### config.mk
export PLATFORM = sky130hd
export DESIGN_NAME = latency_histogram_percentile_top
export DESIGN_NICKNAME = d
export VERILOG_FILES = /design/src/rtl/core/lhp_pkg.sv /design/src/rtl/core/latency_histogram_percentile_top.sv /design/src/rtl/core/lhp_seq.sv /design/src/rtl/core/lhp_dp.sv
export SDC_FILE = /design/constraint.sdc
export NUM_CORES = 2
export LEC_CHECK = 0
export BUFFER_PORTS_ARGS = -buffer_cell sky130_fd_sc_hd__buf_2
export CELL_PAD_IN_SITES_DETAIL_PLACEMENT = 2
export CELL_PAD_IN_SITES_GLOBAL_PLACEMENT = 2
export CORE_ASPECT_RATIO = 0.5
export CORE_MARGIN = 2
export CORE_UTILIZATION = 30
export DETAILED_ROUTE_END_ITERATION = 7
export PLACE_DENSITY = 0.62
export RECOVER_POWER = 50
export SYNTH_ARGS = -nofsm -noshare
export SYNTH_HDL_FRONTEND = slang
export SYNTH_SLANG_ARGS = --single-unit
### constraint.sdc
create_clock -name clk -period 8.78 [get_ports clk]
set_input_delay 0.878 -clock clk [delete_from_list [all_inputs] [get_ports clk]]
set_output_delay 0.878 -clock clk [all_outputs]
set_load 0.02 [all_outputs]
### src/rtl/core/lhp_pkg.sv
// Shared types, constants and the control-store program of the duration
// statistics monitor. No dependencies; used by every module of the block.
`timescale 1ns / 1ps

package lhp_pkg;

	// Datapath operations, one per control word
	typedef enum logic [3:0] {
		OP_NOP,
		OP_CLR,
		OP_IDLE,
		OP_REC,
		OP_DIV,
		OP_RMW_RD,
		OP_RMW_WR,
		OP_MUL_LO,
		OP_MUL_HI,
		OP_MUL_ADD,
		OP_WALK_RD,
		OP_WALK_SC,
		OP_WALK_CMP
	} dp_op_t;

	// Branch conditions of the sequencer
	typedef enum logic [3:0] {
		C_NEXT,
		C_JUMP,
		C_IF_NO_START,
		C_IF_NOT_LAST,
		C_IF_QUERY,
		C_IF_OVER,
		C_IF_EMPTY,
		C_IF_MISS
	} cond_t;

	typedef logic [3:0] upc_t;

	typedef struct packed {
		dp_op_t op;
		cond_t  cond;
		upc_t   tgt;
		logic   done;
		logic   idle;
	} cw_t;

	// Flags the datapath hands back for conditional jumps
	typedef struct packed {
		logic is_query;
		logic over;
		logic empty;
		logic miss;
		logic not_last;
	} dp_stat_t;

	// Program addresses
	localparam upc_t STEP_CLR      = 4'd0;
	localparam upc_t STEP_IDLE     = 4'd1;
	localparam upc_t STEP_DISP     = 4'd2;
	localparam upc_t STEP_REC      = 4'd3;
	localparam upc_t STEP_DIV      = 4'd4;
	localparam upc_t STEP_RMW_RD   = 4'd5;
	localparam upc_t STEP_RMW_WR   = 4'd6;
	localparam upc_t STEP_MUL_LO   = 4'd7;
	localparam upc_t STEP_MUL_HI   = 4'd8;
	localparam upc_t STEP_MUL_ADD  = 4'd9;
	localparam upc_t STEP_WALK_RD  = 4'd10;
	localparam upc_t STEP_WALK_SC  = 4'd11;
	localparam upc_t STEP_WALK_CMP = 4'd12;
	localparam upc_t STEP_FIN      = 4'd13;

	localparam logic MODE_QUERY = 1'b1;

	// Ranks are in thousandths
	localparam logic [9:0] PER_MILLE = 10'd1000;

	localparam logic [31:0] BIN_FULL = 32'hFFFF_FFFF;

	// Control store
	function automatic cw_t ucode(input upc_t pc);
		cw_t w;
		w = '{op: OP_NOP, cond: C_JUMP, tgt: STEP_IDLE, done: 1'b0, idle: 1'b0};
		case (pc)
			STEP_CLR:      w = '{OP_CLR,      C_IF_NOT_LAST, STEP_CLR,      1'b0, 1'b0};
			STEP_IDLE:     w = '{OP_IDLE,     C_IF_NO_START, STEP_IDLE,     1'b0, 1'b1};
			STEP_DISP:     w = '{OP_NOP,      C_IF_QUERY,    STEP_MUL_LO,   1'b0, 1'b0};
			STEP_REC:      w = '{OP_REC,      C_IF_OVER,     STEP_RMW_RD,   1'b0, 1'b0};
			STEP_DIV:      w = '{OP_DIV,      C_NEXT,        STEP_IDLE,     1'b0, 1'b0};
			STEP_RMW_RD:   w = '{OP_RMW_RD,   C_NEXT,        STEP_IDLE,     1'b0, 1'b0};
			STEP_RMW_WR:   w = '{OP_RMW_WR,   C_JUMP,        STEP_FIN,      1'b0, 1'b0};
			STEP_MUL_LO:   w = '{OP_MUL_LO,   C_IF_EMPTY,    STEP_FIN,      1'b0, 1'b0};
			STEP_MUL_HI:   w = '{OP_MUL_HI,   C_NEXT,        STEP_IDLE,     1'b0, 1'b0};
			STEP_MUL_ADD:  w = '{OP_MUL_ADD,  C_NEXT,        STEP_IDLE,     1'b0, 1'b0};
			STEP_WALK_RD:  w = '{OP_WALK_RD,  C_NEXT,        STEP_IDLE,     1'b0, 1'b0};
			STEP_WALK_SC:  w = '{OP_WALK_SC,  C_NEXT,        STEP_IDLE,     1'b0, 1'b0};
			STEP_WALK_CMP: w = '{OP_WALK_CMP, C_IF_MISS,     STEP_WALK_RD,  1'b0, 1'b0};
			STEP_FIN:      w = '{OP_NOP,      C_JUMP,        STEP_IDLE,     1'b1, 1'b0};
			default:       w = '{OP_NOP,      C_JUMP,        STEP_IDLE,     1'b0, 1'b0};
		endcase
		return w;
	endfunction

endpackage

### src/rtl/core/latency_histogram_percentile_top.sv
// Record: dispatch, record, bin index multiply, bin read and write, then done;
// durations beyond the table skip the bin multiply step.
// Query: dispatch, rank multiply (low, high, add), then read, scale and compare
// for each bin walked, then done; an empty monitor answers after the low multiply.
// One item at a time; done pulses one cycle, the receiver cannot stall.
// Reset clears statistics, then a pass zeroes the bins one by one (busy high).
// Depends on lhp_pkg, lhp_seq, lhp_dp.
`timescale 1ns / 1ps

module latency_histogram_percentile_top #(
	parameter int NUM_BINS = 64,
	parameter int BIN_NS   = 1024
) (
	input  logic        clk,
	input  logic        arst_n,
	input  logic        start,
	output logic        busy,
	input  logic        mode,
	input  logic [63:0] duration_ns,
	input  logic [9:0]  per_thousand,
	output logic        done,
	output logic [31:0] percentile_ns,
	output logic [63:0] total_ns,
	output logic [63:0] max_ns,
	output logic [63:0] event_count
);

	lhp_pkg::cw_t      cw;
	lhp_pkg::dp_stat_t stat;

	// Control sequencer
	lhp_seq u_seq (
		.clk    (clk),
		.arst_n (arst_n),
		.start  (start),
		.stat   (stat),
		.cw     (cw),
		.busy   (busy),
		.done   (done)
	);

	// Datapath and bin memory
	lhp_dp #(
		.NUM_BINS (NUM_BINS),
		.BIN_NS   (BIN_NS)
	) u_dp (
		.clk           (clk),
		.arst_n        (arst_n),
		.op            (cw.op),
		.start         (start),
		.mode          (mode),
		.duration_ns   (duration_ns),
		.per_thousand  (per_thousand),
		.stat          (stat),
		.percentile_ns (percentile_ns),
		.total_ns      (total_ns),
		.max_ns        (max_ns),
		.event_count   (event_count)
	);

endmodule

### src/rtl/core/lhp_seq.sv
// Microcode sequencer: step counter, control-store lookup and branch logic.
// Depends on lhp_pkg (control word, conditions, program addresses).
`timescale 1ns / 1ps

module lhp_seq (
	input  logic              clk,
	input  logic              arst_n,
	input  logic              start,
	input  lhp_pkg::dp_stat_t stat,
	output lhp_pkg::cw_t      cw,
	output logic              busy,
	output logic              done
);

	lhp_pkg::upc_t upc_q;
	lhp_pkg::upc_t upc_d;
	logic          take;

	// Current control word
	always_comb begin
		cw = lhp_pkg::ucode(upc_q);
	end

	assign busy = ~cw.idle;
	assign done = cw.done;

	// Branch condition select
	always_comb begin
		case (cw.cond)
			lhp_pkg::C_NEXT:        take = 1'b0;
			lhp_pkg::C_JUMP:        take = 1'b1;
			lhp_pkg::C_IF_NO_START: take = ~start;
			lhp_pkg::C_IF_NOT_LAST: take = stat.not_last;
			lhp_pkg::C_IF_QUERY:    take = stat.is_query;
			lhp_pkg::C_IF_OVER:     take = stat.over;
			lhp_pkg::C_IF_EMPTY:    take = stat.empty;
			lhp_pkg::C_IF_MISS:     take = stat.miss;
			default:                take = 1'b1;
		endcase
		upc_d = take ? cw.tgt : lhp_pkg::upc_t'(upc_q + 4'd1);
	end

	// Step counter; reset enters the bin clearing pass
	always_ff @(posedge clk or negedge arst_n) begin
		if (!arst_n) begin
			upc_q <= lhp_pkg::STEP_CLR;
		end else begin
			upc_q <= upc_d;
		end
	end

	// An accepted beat always goes to dispatch
	a_accept_disp: assert property (@(posedge clk) disable iff (!arst_n)
		(start && !busy) |=> (upc_q == lhp_pkg::STEP_DISP))
		else $error("accepted beat did not reach dispatch");

	// After a result the block is ready again
	a_done_idle: assert property (@(posedge clk) disable iff (!arst_n)
		done |=> !busy)
		else $error("block not ready after result");

endmodule

### src/rtl/core/lhp_dp.sv
// Datapath: input latch, running statistics, bin index reciprocal multiply,
// shared 32x10 multiplier, percentile walk and the bin count memory.
// Depends on lhp_pkg; driven by lhp_seq control words.
`timescale 1ns / 1ps

module lhp_dp #(
	parameter int NUM_BINS = 64,
	parameter int BIN_NS   = 1024
) (
	input  logic              clk,
	input  logic              arst_n,
	input  lhp_pkg::dp_op_t   op,
	input  logic              start,
	input  logic              mode,
	input  logic [63:0]       duration_ns,
	input  logic [9:0]        per_thousand,
	output lhp_pkg::dp_stat_t stat,
	output logic [31:0]       percentile_ns,
	output logic [63:0]       total_ns,
	output logic [63:0]       max_ns,
	output logic [63:0]       event_count
);

	localparam int          AW        = (NUM_BINS > 1) ? $clog2(NUM_BINS) : 1;
	localparam logic [AW-1:0] LAST    = AW'(NUM_BINS - 1);
	localparam logic [63:0] LIMIT     = 64'(NUM_BINS) * 64'(BIN_NS);
	localparam int          DW        = $clog2(LIMIT);
	localparam int          LB        = $clog2(BIN_NS);
	localparam int          SH        = DW + LB;
	// ceil(2^SH / BIN_NS): exact floor division for any DW-bit dividend
	localparam logic [DW:0] RECIP     =
		(DW+1)'(((64'd1 << SH) + 64'(BIN_NS) - 64'd1) / 64'(BIN_NS));
	localparam logic [31:0] BIN_STEP  = 32'(BIN_NS);

	// Latched input beat
	logic        mode_q;
	logic [63:0] dur_q;
	logic [9:0]  k_q;

	// Running statistics
	logic [63:0] sum_q;
	logic [63:0] peak_q;
	logic [63:0] event_q;

	// Sequencing and result
	logic [AW-1:0] cnt_q;
	logic [AW-1:0] quo_q;
	logic [31:0]   bstart_q;
	logic [31:0]   res_q;

	// Arithmetic work registers
	logic [41:0]   mul_q;
	logic [73:0]   rem_q;
	logic [31:0]   rdata_q;

	logic [31:0] bins_mem [NUM_BINS];

	logic [31:0]   mul_a;
	logic [9:0]    mul_b;
	logic [41:0]   mul_p;
	logic [2*DW:0] quo_p;
	logic          hit;
	logic [AW-1:0] mem_addr;
	logic          mem_we;
	logic          mem_re;
	logic [31:0]   mem_wdata;

	// Shared multiplier operand select
	always_comb begin
		case (op)
			lhp_pkg::OP_MUL_LO: begin
				mul_a = event_q[31:0];
				mul_b = k_q;
			end
			lhp_pkg::OP_MUL_HI: begin
				mul_a = event_q[63:32];
				mul_b = k_q;
			end
			default: begin
				mul_a = rdata_q;
				mul_b = lhp_pkg::PER_MILLE;
			end
		endcase
		mul_p = 42'(mul_a) * 42'(mul_b);
	end

	// Bin index of an in-table duration by reciprocal multiply
	assign quo_p = (2*DW+1)'(dur_q[DW-1:0]) * (2*DW+1)'(RECIP);

	// Walk hit test
	assign hit    = (74'(mul_q) >= rem_q) || (cnt_q == LAST);

	assign stat.is_query = (mode_q == lhp_pkg::MODE_QUERY);
	assign stat.over     = (dur_q >= LIMIT);
	assign stat.empty    = (event_q == 64'd0);
	assign stat.miss     = ~hit;
	assign stat.not_last = (cnt_q != LAST);

	// Memory port control
	always_comb begin
		mem_addr  = cnt_q;
		mem_we    = 1'b0;
		mem_re    = 1'b0;
		mem_wdata = '0;
		case (op)
			lhp_pkg::OP_CLR: begin
				mem_we = 1'b1;
			end
			lhp_pkg::OP_RMW_RD: begin
				mem_addr = quo_q;
				mem_re   = 1'b1;
			end
			lhp_pkg::OP_RMW_WR: begin
				mem_addr  = quo_q;
				mem_we    = 1'b1;
				// saturating increment
				mem_wdata = (rdata_q == lhp_pkg::BIN_FULL) ? rdata_q : rdata_q + 32'd1;
			end
			lhp_pkg::OP_WALK_RD: begin
				mem_re = 1'b1;
			end
			default: begin
				mem_we = 1'b0;
			end
		endcase
	end

	// Bin count memory, registered read
	always_ff @(posedge clk) begin
		if (mem_we) begin
			bins_mem[mem_addr] <= mem_wdata;
		end
		if (mem_re) begin
			rdata_q <= bins_mem[mem_addr];
		end
	end

	// Work registers (no reset)
	always_ff @(posedge clk) begin
		case (op)
			lhp_pkg::OP_IDLE: begin
				if (start) begin
					mode_q <= mode;
					dur_q  <= duration_ns;
					k_q    <= per_thousand;
				end
			end
			lhp_pkg::OP_MUL_LO: begin
				mul_q <= mul_p;
			end
			lhp_pkg::OP_MUL_HI: begin
				rem_q <= 74'(mul_q);
				mul_q <= mul_p;
			end
			lhp_pkg::OP_MUL_ADD: begin
				rem_q <= rem_q + {mul_q, 32'd0};
			end
			lhp_pkg::OP_WALK_SC: begin
				mul_q <= mul_p;
			end
			lhp_pkg::OP_WALK_CMP: begin
				if (!hit) begin
					rem_q <= rem_q - 74'(mul_q);
				end
			end
			default: begin
				mul_q <= mul_q;
			end
		endcase
	end

	// Control and statistics registers
	always_ff @(posedge clk or negedge arst_n) begin
		if (!arst_n) begin
			sum_q    <= '0;
			peak_q   <= '0;
			event_q  <= '0;
			cnt_q    <= '0;
			quo_q    <= '0;
			bstart_q <= '0;
			res_q    <= '0;
		end else begin
			case (op)
				lhp_pkg::OP_CLR: begin
					cnt_q <= (cnt_q == LAST) ? '0 : cnt_q + AW'(1);
				end
				lhp_pkg::OP_REC: begin
					sum_q   <= sum_q + dur_q;
					event_q <= event_q + 64'd1;
					if (dur_q > peak_q) begin
						peak_q <= dur_q;
					end
					res_q <= '0;
					quo_q <= stat.over ? LAST : '0;
				end
				lhp_pkg::OP_DIV: begin
					quo_q <= AW'(quo_p >> SH);
				end
				lhp_pkg::OP_MUL_LO: begin
					res_q    <= '0;
					cnt_q    <= '0;
					bstart_q <= '0;
				end
				lhp_pkg::OP_WALK_CMP: begin
					if (hit) begin
						res_q <= bstart_q;
					end else begin
						cnt_q    <= cnt_q + AW'(1);
						bstart_q <= bstart_q + BIN_STEP;
					end
				end
				default: begin
					res_q <= res_q;
				end
			endcase
		end
	end

	assign percentile_ns = res_q;
	assign total_ns      = sum_q;
	assign max_ns        = peak_q;
	assign event_count   = event_q;

	// Bin index never leaves the table
	a_bin_range: assert property (@(posedge clk) disable iff (!arst_n)
		(op == lhp_pkg::OP_RMW_RD) |-> (quo_q <= LAST))
		else $error("bin index out of range");

	// A hit latches the current bin start
	a_walk_hit: assert property (@(posedge clk) disable iff (!arst_n)
		(op == lhp_pkg::OP_WALK_CMP && hit) |=> (res_q == $past(bstart_q)))
		else $error("percentile not taken from hit bin");

endmodule
==> impl_metrics.ini <==
[finish]
multi_input_area_um2 = 37500
nets = 9338
n_fill_cell = 39200
regArea_um2 = 74500
fin_area_um2 = 131000
area_delta_synth_final_pct = 14.3
finalCoreUtilization_pct = 34.4
drive_gt1_share_pct = 9.05

[grt]
antenna_found_initial = 22
grt_max_degree = 133
grt_pass1_wl_um = 644000
gr-total-overflow = 0
grt_usage_pct = 22.8
grt_pass1_vias = 83300

[floorplanning]
fp-row-count = 160
die_w_um = 877
die_h_um = 440
io_pins = 304
dieArea_um2 = 386000
coreArea_um2 = 380000
start_util_pct = 30.1

[routing]
viasPerCell = 5.60
vias = 78500
firstDrtPassIters = 6
drc_errors = 0
wl_per_cell_um = 32.4
initialDrtViolationCount = 7903
antenna_left = 0
wl_um = 454000

[placement]
portBuffers = 293
placed_cell_area_um2 = 124000
gp_congestion = 0.816
dpl.hpwl_um = 293000

[synth]
synth_area_um2 = 114000
synth_most_common_cell = edfxtp_1
synthFlopType = edfxtp_1
syn_inst = 8357
synth_top_cells_by_count = edfxtp_1 (2271), nand2_1 (639), a22oi_1 (583), nor2_1 (447), inv_1 (396)
synthTopCellsByArea = edfxtp_1 (60%), dfrtp_1 (5.5%), fa_1 (4.2%)
synth.yosys.seq_area_share_pct = 65.2
async_flop_share_pct = 9.99
synth-edff-count = 2271
ys_warn_count = 0
synth_seq_cells = 2523
yosysUniqueCellTypes = 82
synth_top_area_share_pct = 59.7
synth_top_area_cell = edfxtp_1
synth.avg_cell_area_um2 = 13.7

[cts]
worstSkewPairLatency_ns = 0.99
cts-root-buf = clkbuf_16
htreeDepth = 4
cts_made_buffers = 244
clock-sinks = 2523
path_clk_slew_ns = 0.07
clockBufferDepth = 4
cts_tree = yes

[sta]
hold_viol_final = 0
finalSetupTns_ns = 0
drv_slew = 2645
slew-limit-headroom_pct = -182
period_minus_slack_ns = 8.64
holdWs_ns = 0.0972
max_freq_ghz = 0.116
fin_crit_sh_pct = 98.4
clock-skew-final_ns = 0.126
rsz0062_at_grt = no
worst_pin_slew_ns = 4.23
setup_viol = 0

[critical_path]
worstSetupPathType = flip-flop to flip-flop
cp-start-kind = flip-flop
cp-end-kind = flip-flop
cp.required_ns = 9.33
cp.arrival_ns = 9.18
crit_fanout = 23
r2r_slack_ns = 0.14

[status]
violations = max-capacitance violations, max-slew violations
outcome = finished, violations left

[flow_run]
maxCapViolations = 48

[min_path]
hold_path_class = input port to flip-flop
metal layers:
metal | track usage (%) | share of wire (%) | vias up
met5 | 0 | 0.020 | -
met4 | 5.05 | 2.6 | 12
met3 | 3.41 | 6.7 | 586
met2 | 38.6 | 48 | 2884
met1 | 31.1 | 43 | 42200
li1 | - | - | 32800
logic make-up after synthesis:
group           synth area share [%]
simple gates                    7.17
other cells                  0.00328
mux                             1.67
buf+inv                         2.78
flops                           65.2
fa+ha+maj                       7.48
xor+xnor                        2.28
compound gates                  13.4
layout make-up:
| class | instances | share of cell area [%] |
|---|---|---|
| clock inverter | 139 | 1.01 |
| tap | 5103 | 4.89 |
| sequential | 2523 | 57.0 |
| clock buffer | 301 | 4.88 |
| multi-input combinational | 5014 | 28.7 |
| inverter | 397 | 1.14 |
| antenna | 6 | 0.0115 |
| timing repair buffer | 542 | 2.28 |
critical path, cell delays in order (launching register included):
cell and delay (ns):
dfrtp_1 0.40, buf_4 0.21, xor2_1 0.20, nand2_1 0.12
clkbuf_1 0.98, mux2i_1 0.34, clkbuf_2 0.67, nor2_1 1.33
clkbuf_1 1.09, nand2_1 0.99, nor2_1 1.22, buf_4 0.61
registers in the layout, summed over array words and instances, names as in the netlist:
signal and count:
u_dp.k_q 10, u_dp.cnt_q 6, u_dp.percentile_ns 22, u_dp.bstart_q 22, u_dp.quo_q 6, u_dp.mul_q 42, u_dp.max_ns 64, u_dp.bins_mem 2048
u_dp.event_count 64, u_dp.dur_q 64, u_dp.total_ns 64, u_dp.rdata_q 32, u_dp.mode_q 1, u_seq.upc_q 4, u_dp.rem_q 74
placed cells by master (no fill, tap or decap), types with 30 or more instances in the layout:
cell type	Yosys	routed
a211oi_1	30	30
a21o_1	132	132
a21oi_1	384	381
a221oi_1	165	165
a22o_1	144	144
a22oi_1	583	583
a31oi_1	169	168
a41oi_1	34	34
and3_1	36	36
buf_2	21	55
buf_4	10	172
clkbuf_1	354	350
clkbuf_16	0	245
clkinv_1	1	55
clkinv_2	0	43
dfrtp_1	252	252
edfxtp_1	2271	2271
fa_1	241	241
ha_1	297	297
inv_1	396	396
mux2_2	68	67
mux2i_1	114	110
nand2_1	639	637
nand2b_1	60	56
nand3_1	154	153
nand4_1	131	131
nor2_1	447	353
nor2_4	0	89
nor2b_1	32	31
nor3_1	62	57
nor4_1	68	61
o21a_1	30	30
o21ai_0	281	280
o21bai_1	38	38
o22ai_1	69	69
or3_1	34	35
xnor2_1	180	180
xor2_1	117	117
path summary, 6_finish.rpt:
check                             startpoint              endpoint  depth (start not counted)
setup reg to reg              u_seq.upc_q[1]  u_dp.bins_mem[6][30]                         11
max in group asynchronous             arst_n  u_dp.event_count[36]                          4
setup / recovery              u_seq.upc_q[1]  u_dp.bins_mem[6][30]                         11
hold / removal               duration_ns[16]        u_dp.dur_q[16]                          1
min in group asynchronous             arst_n       u_dp.max_ns[59]                          2
hold reg to reg            u_dp.total_ns[63]     u_dp.total_ns[63]                          1
through the flow:
stage          worst slack (ns)  std cells
6_report                  0.144      14000
2_1_floorplan             0.708       8366
3_5_place_dp              0.183      13600
4_1_cts                   0.114      14000
3_3_place_gp              0.354      13600
5_1_grt                  0.0282      14000
timing repair:
action	in CTS	in global routing
hold endpoints to repair	62	0
hold buffers	1	0
setup endpoints to repair	0	8
resized for setup	0	5
setup buffers	0	0
Power is not shown: default switching activity piles up to over one toggle a cycle in this logic, so the estimate is an artifact.
